--- src/rtl/wes_pkg.sv ---
// Shared types, constants and the control program of the wheel encoder block.
// No dependencies; every other file in rtl/ imports this package.
package wes_pkg;

  // Default parameter values
  localparam int COUNT_WIDTH_DEF = 16;
  localparam int TOTAL_WIDTH_DEF = 48;

  // Field and datapath widths
  localparam int TS_W        = 32;
  localparam int DIST_W      = 16;
  localparam int TICKS_W     = 32;
  localparam int CFG_DATA_W  = 32;
  localparam int CFG_IDX_W   = 1;
  localparam int OUT_TOTAL_W = 48;
  localparam int RES_W       = 32;
  localparam int MUL_A_W     = 33;                  // count sum or ticks per second
  localparam int PROD_W      = MUL_A_W + DIST_W;    // 49
  localparam int DIVIDEND_W  = DIST_W + TICKS_W;    // 48
  localparam int DIVISOR_W   = TS_W;
  localparam int DIV_CNT_W   = $clog2(DIVIDEND_W + 1);

  // Configuration register indexes
  localparam logic [CFG_IDX_W-1:0] REG_EDGE_DISTANCE = 1'd0;
  localparam logic [CFG_IDX_W-1:0] REG_TICKS_PER_SEC = 1'd1;

  localparam logic [DIST_W-1:0]  EDGE_DISTANCE_RST = 16'd269;
  localparam logic [TICKS_W-1:0] TICKS_PER_SEC_RST = 32'd1000000;

  // Input operation codes
  localparam logic OP_EDGE   = 1'b0;
  localparam logic OP_REPORT = 1'b1;

  typedef struct packed {
    logic            operation;
    logic            wheel;
    logic [TS_W-1:0] timestamp;
  } in_t;

  typedef struct packed {
    logic [OUT_TOTAL_W-1:0] total_distance_q8;
    logic [RES_W-1:0]       interval_distance_q8;
    logic [RES_W-1:0]       speed_left_q8;
    logic [RES_W-1:0]       speed_right_q8;
  } out_t;

  // Sequencer
  localparam int STEP_W = 4;
  typedef logic [STEP_W-1:0] step_t;

  localparam step_t ST_IDLE     = 4'd0;
  localparam step_t ST_DISPATCH = 4'd1;
  localparam step_t ST_MUL_INT  = 4'd2;
  localparam step_t ST_ACCUM    = 4'd3;
  localparam step_t ST_DIV_L    = 4'd4;
  localparam step_t ST_WAIT_L   = 4'd5;
  localparam step_t ST_DIV_R    = 4'd6;
  localparam step_t ST_WAIT_R   = 4'd7;
  localparam step_t ST_LOAD_R   = 4'd8;
  localparam step_t ST_WAIT_OUT = 4'd9;
  localparam step_t ST_EMIT     = 4'd10;
  localparam step_t ST_EDGE     = 4'd11;

  typedef enum logic [2:0] {
    C_NEXT     = 3'd0,
    C_ALWAYS   = 3'd1,
    C_NO_INPUT = 3'd2,
    C_IS_EDGE  = 3'd3,
    C_DIV_BUSY = 3'd4,
    C_OUT_FULL = 3'd5
  } cond_t;

  // One control word per step
  typedef struct packed {
    logic  take_in;       // ready for an input transfer, latch the item
    logic  edge_upd;      // period, last time and count update
    logic  mul_interval;  // product <= count sum * edge distance
    logic  mul_speed;     // product <= ticks per second * edge distance
    logic  acc_total;     // latch interval, accumulate total, clear counts
    logic  div_start;     // start the divider on the product
    logic  div_wheel;     // which wheel's period is the divisor
    logic  load_left;     // latch left speed from divider
    logic  load_right;    // latch right speed from divider
    logic  emit;          // load the output register
    cond_t cond;
    step_t target;
  } uword_t;

  // Status from datapath to sequencer
  typedef struct packed {
    logic is_report;
    logic div_busy;
    logic out_full;
  } stat_t;

  // Control program
  function automatic uword_t ucode(step_t step);
    uword_t uw;
    uw = '0;
    uw.cond = C_NEXT;
    uw.target = ST_IDLE;
    unique case (step)
      ST_IDLE: begin
        uw.take_in = 1'b1;
        uw.cond    = C_NO_INPUT;
        uw.target  = ST_IDLE;
      end
      ST_DISPATCH: begin
        uw.cond   = C_IS_EDGE;
        uw.target = ST_EDGE;
      end
      ST_MUL_INT: uw.mul_interval = 1'b1;
      ST_ACCUM: begin
        uw.acc_total = 1'b1;
        uw.mul_speed = 1'b1;
      end
      ST_DIV_L: begin
        uw.div_start = 1'b1;
        uw.div_wheel = 1'b0;
      end
      ST_WAIT_L: begin
        uw.cond   = C_DIV_BUSY;
        uw.target = ST_WAIT_L;
      end
      ST_DIV_R: begin
        uw.load_left = 1'b1;
        uw.div_start = 1'b1;
        uw.div_wheel = 1'b1;
      end
      ST_WAIT_R: begin
        uw.cond   = C_DIV_BUSY;
        uw.target = ST_WAIT_R;
      end
      ST_LOAD_R: uw.load_right = 1'b1;
      ST_WAIT_OUT: begin
        uw.cond   = C_OUT_FULL;
        uw.target = ST_WAIT_OUT;
      end
      ST_EMIT: begin
        uw.emit   = 1'b1;
        uw.cond   = C_ALWAYS;
        uw.target = ST_IDLE;
      end
      ST_EDGE: begin
        uw.edge_upd = 1'b1;
        uw.cond     = C_ALWAYS;
        uw.target   = ST_IDLE;
      end
      default: begin
        uw.cond   = C_ALWAYS;
        uw.target = ST_IDLE;
      end
    endcase
    return uw;
  endfunction

endpackage

--- src/rtl/wheel_encoder_speed_distance_core.sv ---
// Top level of the two-wheel encoder speed and odometer block.
// Depends on wes_pkg, wes_seq, wes_datapath (which holds wes_div).
//
// Usage:
//  - Input channel (in_valid/in_ready/in_data): an edge item names a wheel and
//    its timestamp; a report item asks for one result. Edges give no result.
//  - Output channel (out_valid/out_ready/out_data): one transfer per report,
//    with total distance, interval distance and both wheel speeds.
//  - Config port: cfg_write with cfg_index 0 (edge distance, Q8.8) or
//    1 (ticks per second); write only while the block is idle.
// Sequence:
//  - An edge runs the dispatch and edge-update steps, then in_ready returns.
//  - A report runs the multiply and accumulate steps, then two speed divisions
//    through one bit-serial divider, which dominate; out_valid and in_ready
//    both return together after its emit step.
// Reset: rst (synchronous) clears periods, counts, the total and out_valid,
//  and restores the config defaults. in_ready stays low during reset.
// Stall: a finished result waits in the output register; the block keeps
//  taking items, and a later report holds before its emit step until the
//  output register has been taken.
module wheel_encoder_speed_distance_core #(
  parameter int COUNT_WIDTH = wes_pkg::COUNT_WIDTH_DEF,
  parameter int TOTAL_WIDTH = wes_pkg::TOTAL_WIDTH_DEF
) (
  input  logic                           clk,
  input  logic                           rst,
  input  logic                           in_valid,
  output logic                           in_ready,
  input  wes_pkg::in_t                   in_data,
  output logic                           out_valid,
  input  logic                           out_ready,
  output wes_pkg::out_t                  out_data,
  input  logic                           cfg_write,
  input  logic [wes_pkg::CFG_IDX_W-1:0]  cfg_index,
  input  logic [wes_pkg::CFG_DATA_W-1:0] cfg_data
);
  import wes_pkg::*;

  uword_t uw;
  stat_t  stat;

  wes_seq u_seq (
    .clk      (clk),
    .rst      (rst),
    .in_valid (in_valid),
    .stat     (stat),
    .uw       (uw)
  );

  wes_datapath #(
    .COUNT_WIDTH (COUNT_WIDTH),
    .TOTAL_WIDTH (TOTAL_WIDTH)
  ) u_dp (
    .clk       (clk),
    .rst       (rst),
    .uw        (uw),
    .in_valid  (in_valid),
    .in_data   (in_data),
    .out_ready (out_ready),
    .out_valid (out_valid),
    .out_data  (out_data),
    .cfg_write (cfg_write),
    .cfg_index (cfg_index),
    .cfg_data  (cfg_data),
    .stat      (stat)
  );

  assign in_ready = uw.take_in && !rst;

  // Checks on sequencer/datapath interplay
  a_emit_into_empty: assert property (@(posedge clk) disable iff (rst)
    uw.emit |-> !out_valid)
    else $error("result emitted over an untaken result");

  a_div_not_restarted: assert property (@(posedge clk) disable iff (rst)
    uw.div_start |-> !stat.div_busy)
    else $error("divider restarted while busy");

  a_idle_divider: assert property (@(posedge clk) disable iff (rst)
    in_ready |-> !stat.div_busy)
    else $error("input taken while a division runs");

  a_one_item_at_a_time: assert property (@(posedge clk) disable iff (rst)
    (in_valid && in_ready) |=> !in_ready)
    else $error("second item taken before the first was worked");

endmodule

--- src/rtl/wes_seq.sv ---
// Step counter and control ROM: issues one control word per cycle.
// Depends on wes_pkg (control word, conditions, program).
module wes_seq (
  input  logic           clk,
  input  logic           rst,
  input  logic           in_valid,
  input  wes_pkg::stat_t stat,
  output wes_pkg::uword_t uw
);
  import wes_pkg::*;

  step_t step;
  logic  jump;

  assign uw = ucode(step);

  // Branch condition select
  always_comb begin
    unique case (uw.cond)
      C_NEXT:     jump = 1'b0;
      C_ALWAYS:   jump = 1'b1;
      C_NO_INPUT: jump = !in_valid;
      C_IS_EDGE:  jump = !stat.is_report;
      C_DIV_BUSY: jump = stat.div_busy;
      C_OUT_FULL: jump = stat.out_full;
      default:    jump = 1'b1;
    endcase
  end

  always_ff @(posedge clk) begin
    if (rst) begin
      step <= ST_IDLE;
    end else if (jump) begin
      step <= uw.target;
    end else begin
      step <= step + 1'b1;
    end
  end

endmodule

--- src/rtl/wes_div.sv ---
// Restoring divider, one quotient bit per cycle, flags a zero divisor.
// Depends on wes_pkg (widths).
module wes_div (
  input  logic                           clk,
  input  logic                           rst,
  input  logic                           start,
  input  logic [wes_pkg::DIVIDEND_W-1:0] dividend,
  input  logic [wes_pkg::DIVISOR_W-1:0]  divisor,
  output logic                           busy,
  output logic                           div_zero,
  output logic [wes_pkg::DIVIDEND_W-1:0] quotient
);
  import wes_pkg::*;

  logic [DIV_CNT_W-1:0]  cnt;
  logic [DIVISOR_W-1:0]  rem;
  logic [DIVISOR_W-1:0]  dvsr;
  logic [DIVISOR_W:0]    trial;
  logic [DIVISOR_W:0]    diff;
  logic                  borrow;

  // Shift in the next dividend bit and try a subtract
  assign trial  = {rem, quotient[DIVIDEND_W-1]};
  assign diff   = trial - {1'b0, dvsr};
  assign borrow = trial < {1'b0, dvsr};

  // Control
  always_ff @(posedge clk) begin
    if (rst) begin
      busy <= 1'b0;
      cnt  <= '0;
    end else if (start) begin
      busy <= 1'b1;
      cnt  <= DIV_CNT_W'(DIVIDEND_W);
    end else if (busy) begin
      cnt <= cnt - 1'b1;
      if (cnt == DIV_CNT_W'(1)) busy <= 1'b0;
    end
  end

  // Payload
  always_ff @(posedge clk) begin
    if (start) begin
      quotient <= dividend;
      rem      <= '0;
      dvsr     <= divisor;
      div_zero <= (divisor == '0);
    end else if (busy) begin
      quotient <= {quotient[DIVIDEND_W-2:0], !borrow};
      rem      <= borrow ? trial[DIVISOR_W-1:0] : diff[DIVISOR_W-1:0];
    end
  end

endmodule

--- src/rtl/wes_datapath.sv ---
// Datapath: config registers, per-wheel edge state, multiplier, accumulator,
// speed registers and output register. Depends on wes_pkg and wes_div.
module wes_datapath #(
  parameter int COUNT_WIDTH = wes_pkg::COUNT_WIDTH_DEF,
  parameter int TOTAL_WIDTH = wes_pkg::TOTAL_WIDTH_DEF
) (
  input  logic                           clk,
  input  logic                           rst,
  input  wes_pkg::uword_t                uw,
  input  logic                           in_valid,
  input  wes_pkg::in_t                   in_data,
  input  logic                           out_ready,
  output logic                           out_valid,
  output wes_pkg::out_t                  out_data,
  input  logic                           cfg_write,
  input  logic [wes_pkg::CFG_IDX_W-1:0]  cfg_index,
  input  logic [wes_pkg::CFG_DATA_W-1:0] cfg_data,
  output wes_pkg::stat_t                 stat
);
  import wes_pkg::*;

  logic [DIST_W-1:0]      edge_distance;
  logic [TICKS_W-1:0]     ticks_per_second;
  in_t                    item;
  logic [TS_W-1:0]        last_edge_time [2];
  logic [TS_W-1:0]        edge_period [2];
  logic [COUNT_WIDTH-1:0] edge_count [2];
  logic [TOTAL_WIDTH-1:0] total;
  logic [TOTAL_WIDTH:0]   total_sum;
  logic [RES_W-1:0]       interval;
  logic [RES_W-1:0]       interval_sat;
  logic [COUNT_WIDTH:0]   count_sum;
  logic [MUL_A_W-1:0]     mul_a;
  logic [PROD_W-1:0]      prod;
  logic [RES_W-1:0]       speed_left;
  logic [RES_W-1:0]       speed_right;
  logic [RES_W-1:0]       speed_q;
  logic                   div_busy;
  logic                   div_zero;
  logic [DIVIDEND_W-1:0]  quotient;

  // Configuration writes
  always_ff @(posedge clk) begin
    if (rst) begin
      edge_distance    <= EDGE_DISTANCE_RST;
      ticks_per_second <= TICKS_PER_SEC_RST;
    end else if (cfg_write) begin
      if (cfg_index == REG_EDGE_DISTANCE) begin
        edge_distance <= cfg_data[DIST_W-1:0];
      end else if (cfg_index == REG_TICKS_PER_SEC) begin
        ticks_per_second <= cfg_data[TICKS_W-1:0];
      end
    end
  end

  // Latch the item on an input transfer
  always_ff @(posedge clk) begin
    if (rst) begin
      item <= '0;
    end else if (uw.take_in && in_valid) begin
      item <= in_data;
    end
  end

  // Per-wheel edge state; counts clear after a report's interval is taken
  always_ff @(posedge clk) begin
    if (rst) begin
      for (int i = 0; i < 2; i++) begin
        last_edge_time[i] <= '0;
        edge_period[i]    <= '0;
        edge_count[i]     <= '0;
      end
    end else if (uw.edge_upd) begin
      edge_period[item.wheel]    <= item.timestamp - last_edge_time[item.wheel];
      last_edge_time[item.wheel] <= item.timestamp;
      if (edge_count[item.wheel] != '1) begin
        edge_count[item.wheel] <= edge_count[item.wheel] + 1'b1;
      end
    end else if (uw.acc_total) begin
      edge_count[0] <= '0;
      edge_count[1] <= '0;
    end
  end

  // Shared multiplier, registered
  assign count_sum = (COUNT_WIDTH+1)'(edge_count[0]) + (COUNT_WIDTH+1)'(edge_count[1]);
  assign mul_a     = uw.mul_speed ? MUL_A_W'(ticks_per_second) : MUL_A_W'(count_sum);

  always_ff @(posedge clk) begin
    if (uw.mul_interval || uw.mul_speed) begin
      prod <= mul_a * edge_distance;
    end
  end

  // Interval is half the product, saturated; total saturates at its width
  assign interval_sat = (|prod[PROD_W-1:RES_W+1]) ? '1 : prod[RES_W:1];
  assign total_sum    = {1'b0, total} + (TOTAL_WIDTH+1)'(interval_sat);

  always_ff @(posedge clk) begin
    if (rst) begin
      total <= '0;
    end else if (uw.acc_total) begin
      total <= total_sum[TOTAL_WIDTH] ? '1 : total_sum[TOTAL_WIDTH-1:0];
    end
  end

  always_ff @(posedge clk) begin
    if (uw.acc_total) interval <= interval_sat;
  end

  // Speed division
  wes_div u_div (
    .clk      (clk),
    .rst      (rst),
    .start    (uw.div_start),
    .dividend (prod[DIVIDEND_W-1:0]),
    .divisor  (edge_period[uw.div_wheel]),
    .busy     (div_busy),
    .div_zero (div_zero),
    .quotient (quotient)
  );

  assign speed_q = div_zero ? '0
                 : ((|quotient[DIVIDEND_W-1:RES_W]) ? '1 : quotient[RES_W-1:0]);

  always_ff @(posedge clk) begin
    if (uw.load_left)  speed_left  <= speed_q;
    if (uw.load_right) speed_right <= speed_q;
  end

  // Output register
  always_ff @(posedge clk) begin
    if (rst) begin
      out_valid <= 1'b0;
    end else if (uw.emit) begin
      out_valid <= 1'b1;
    end else if (out_ready) begin
      out_valid <= 1'b0;
    end
  end

  always_ff @(posedge clk) begin
    if (uw.emit) begin
      out_data.total_distance_q8    <= OUT_TOTAL_W'(total);
      out_data.interval_distance_q8 <= interval;
      out_data.speed_left_q8        <= speed_left;
      out_data.speed_right_q8       <= speed_right;
    end
  end

  assign stat.is_report = (item.operation == OP_REPORT);
  assign stat.div_busy  = div_busy;
  assign stat.out_full  = out_valid;

endmodule

--- config.mk ---
export PLATFORM = sky130hd
export DESIGN_NAME = wheel_encoder_speed_distance_core
export DESIGN_NICKNAME = d
export VERILOG_FILES = /design/src/rtl/wes_pkg.sv /design/src/rtl/wheel_encoder_speed_distance_core.sv /design/src/rtl/wes_seq.sv /design/src/rtl/wes_div.sv /design/src/rtl/wes_datapath.sv
export SDC_FILE = /design/constraint.sdc
export NUM_CORES = 2
export LEC_CHECK = 0
export ABC_AREA = 1
export ABC_CLOCK_PERIOD_IN_PS = 21100
export BUFFER_PORTS_ARGS = -buffer_cell sky130_fd_sc_hd__buf_2
export CAP_MARGIN = 15
export CORE_MARGIN = 8
export CORE_UTILIZATION = 40
export CTS_CLUSTER_DIAMETER = 120
export DETAILED_ROUTE_END_ITERATION = 6
export PLACE_DENSITY = 0.55
export SLEW_MARGIN = 20
export SYNTH_ARGS = -nofsm -noshare
export SYNTH_HDL_FRONTEND = slang
export SYNTH_SLANG_ARGS = --single-unit
export TNS_END_PERCENT = 30
--- constraint.sdc ---
create_clock -name clk -period 21.1 [get_ports clk]
set_input_delay 1.055 -clock clk [delete_from_list [all_inputs] [get_ports clk]]
set_output_delay 1.055 -clock clk [all_outputs]
set_load 0.005 [all_outputs]
==> impl_metrics.ini <==
[global_route]
grt_overflow = 0
grt_start_max_net_pins = 94
groute.usage.overall_pct = 21.14
antenna_found_initial = 0
first_global_vias = 39850
grt_pass1_wl_mm = 229.0

[setup_path]
critPathCaptureType = register
r2r_end = u_dp.prod[23]$_DFFE_PP_
timing.critical_path.fanout_max = 40
criticalPathCategory = register to register
cp.required_ps = 21620
cp.arrival_ps = 9130
r2r_cell_count = 26
r2r_setup_slack_ps = 12490
regToRegStartpoint = u_seq.step[0]$_SDFF_PP0_
setup.worst_path.start_class = register

[yosys]
yosys_warnings = 0
synth_async_sr_flop_share_pct = 0
synth_commonest_cells = nand2_1, inv_1, nor2_1
synth.ff_latch_count = 705
synthesis.area_sq_um = 50580
postSynth.topFlopCell = edfxtp_1
post_synth_inst_count = 5879
synthesis.nets = 6616
synth-seq-area-share_pct = 38.39
library_cells_used_by_synthesis = 45
synth_edf_count = 530
post_synth.cell_area_avg_sq_um = 8.603
netlist.top_cell.by_area = edfxtp_1
yosys-top-cells-area = edfxtp_1, fa_1, nand2_1
post-synth-top-count-cell = nand2_1
synthDominantCellAreaShare_pct = 31.47

[power_and_ir_drop]
p_total_mw = 8.689
worst_ir_drop_vdd_mv = 0.3503
pwr_density_cell_nw_per_um2 = 155.1
cellLeakagePower_nw = 25.05

[cells_and_area]
area_taken_by_flip_flops_and_latches_sq_um = 19420
nets = 6776
areaGrowthSynthToFinish_pct = 10.75
post-route-cell-area_sq_um = 56020
final.fill_count = 12630
multi_input_comb_area_sq_um = 26520
layout-drive-gt1-share_pct = 7.245

[clock_network]
cts_buffer_depth = 3
post_cts.repair.setup_buffers = 0
clock_latency_at_the_later_pin_of_the_worst_skew_pair_ps = 700
cts_hold_fix_bufs = 0
worst_setup_hold_path_clk_slew_ps = 60
cts-resized-gates = 0
clock_tree.root_cell = clkbuf_16
h_tree_level_count = 3
cts_made_buffers = 79
cts_num_sinks = 705
tritoncts_clock_tree = done

[placed_design]
place_congestion = 0.9722
detailed_place_hpwl_mm = 114.8
placement.io_buffers = 217
detailed_place.area_sq_um = 53390

[sta]
finalMaxSlewViolations = 0
finalSetupViolations = 0
fin_tns_setup_ps = 0
worst_slew_pin_slew_ps = 1131
fin_crit_ps = 8607
slew_headroom_pct = 24.48
fin_worst_skew_ps = 56.80
layout_worst_path_cycle_share_pct = 40.79
fmax_mhz = 116.2
grt_setup_unrepaired = no
timing_hold_violations_final = 0

[drt]
average_detailed_routed_wire_length_per_instance_um = 19.04
vias_per_cell = 5.059
drt-initial-drc-count = 2908
postRouteAntennaNets = 0
num_vias = 39220
firstDrtPassIters = 6
drc_errors = 0
drt_wl_total_mm = 147.6

[floorplanning]
die_height_um = 371.6
floorplan.initialDensity_pct = 40.28
top_level_port_count = 218
placeableCoreArea_sq_um = 125600
die_boundary_width_um = 371.6
design.die.area_sq_um = 138100
floorplan_row_count = 130

[min_path]
holdCritStartpoint = u_dp.interval[9]$_DFFE_PP_
min-delay-path-class = register to register
min_path_cells = 0
worstHoldEndpoint = u_dp.out_data[73]$_DFFE_PP_

[run_status]
status = complete, no violations

[run]
cap_viol_max_count = 0
## registers in the layout, indices dropped and copies added, names as in the netlist, 33 cells and up, named ones only
| register | cells |
|---|---|
| u_dp.total | 48 |
| u_dp.out_data | 144 |
| u_dp.item | 33 |
| u_dp.prod | 49 |
| u_dp.edge_period | 64 |
| u_dp.last_edge_time | 64 |
| u_dp.u_div.quotient | 48 |
## final cells by class
| class | instances | share of cell area, % |
|---|---|---|
| timing repair buffer | 257 | 2.475 |
| antenna | 1 | 0.004467 |
| tap | 1650 | 3.685 |
| multi-input combinational | 3932 | 47.33 |
| clock inverter | 38 | 0.8085 |
| inverter | 1064 | 7.134 |
| clock buffer | 105 | 3.884 |
| sequential | 705 | 34.68 |
## stage by stage
stage / instances / setup WS (ps) / hold WS [ps] / utilization, %
2_1_floorplan: 5879 / 13800 / 400.3 / -
5_1_grt: 7751 / 12100 / 420.8 / 44.61
6_report: 7752 / 12490 / 415.5 / 44.61
4_1_cts: 7751 / 12520 / 414.5 / 44.61
3_5_place_dp: 7608 / 12530 / 404.5 / 42.52
3_3_place_gp: 7608 / 12530 / 401.0 / 42.51
## worst max path at each step
stage / slack [ps] / start / to / cells past startpoint
2_1_floorplan: 13800 / u_seq.step[0]$_SDFF_PP0_ / u_dp.out_data[0]$_DFFE_PP_ / 4
3_3_place_gp: 12530 / u_seq.step[0]$_SDFF_PP0_ / u_dp.prod[23]$_DFFE_PP_ / 26
3_5_place_dp: 12530 / u_seq.step[0]$_SDFF_PP0_ / u_dp.prod[23]$_DFFE_PP_ / 26
4_1_cts: 12520 / u_seq.step[0]$_SDFF_PP0_ / u_dp.prod[23]$_DFFE_PP_ / 26
5_1_grt: 12100 / u_seq.step[0]$_SDFF_PP0_ / u_dp.prod[23]$_DFFE_PP_ / 26
6_report: 12490 / u_seq.step[0]$_SDFF_PP0_ / u_dp.prod[23]$_DFFE_PP_ / 26
## metal layers
metal,track usage [%],vias to the layer above,part of all wire [%]
met3,3.518,186,6.1
met1,29.33,19020,46
met5,0,-,0
met2,34.66,1129,46
met4,4.831,0,2.1
li1,-,18890,-
## logic make-up after synthesis
| kind of cell | count (synthesis) | share of synthesized area (%) |
|---|---|---|
| compound gates | 679 | 7.050 |
| xor+xnor | 132 | 2.286 |
| fa+ha+maj | 665 | 22.73 |
| buf+inv | 1242 | 9.318 |
| flops | 705 | 38.39 |
| mux | 36 | 0.7174 |
| simple gates | 2420 | 19.51 |
## where the power goes
part	switching [mW]	internal, mW	total, mW
combinational	3.67	1.66	5.33
clock	0.592	0.787	1.38
sequential	0.104	1.88	1.98
total	4.36	4.33	8.69
## worst max-delay path, stage by stage, from the launching register on
cell      delay [ps]
dfxtp_1          380
ha_1             230
inv_1            150
nor2_4           550
inv_2            510
o21ai_2          690
clkinv_1         540
nand2_1          200
fa_1             500
fa_1             450
fa_1             500
inv_1             60
fa_1             530
inv_1             50
fa_1             470
inv_1             50
fa_1             430
ha_1             410
nand2_1          130
nor2_1           150
inv_1             90
nor3_1           460
nand2_1           90
nand2_1          220
inv_1             90
o21ai_0          220
xor2_1           250
## cells in the final DEF (no fill, tap or decap), drive strengths merged, types with 7 or more instances in the layout
cell,synthesis,layout
xnor2,66,66
o211ai,7,7
ha,242,242
a21oi,287,287
nand3b,24,24
a21o,13,13
a31oi,8,8
nand4,42,42
clkinv,15,43
o21ai,332,332
fa,423,423
dfxtp,175,175
nand2,1273,1273
xor2,66,66
clkbuf,144,105
inv,1049,1053
nor4,27,27
and2,8,8
edfxtp,530,530
buf,34,257
mux2i,34,34
or2,15,15
nand3,275,275
nor3,44,44
o21bai,21,21
nor2,709,709
Note: power is estimated with default switching activity, not from simulation.
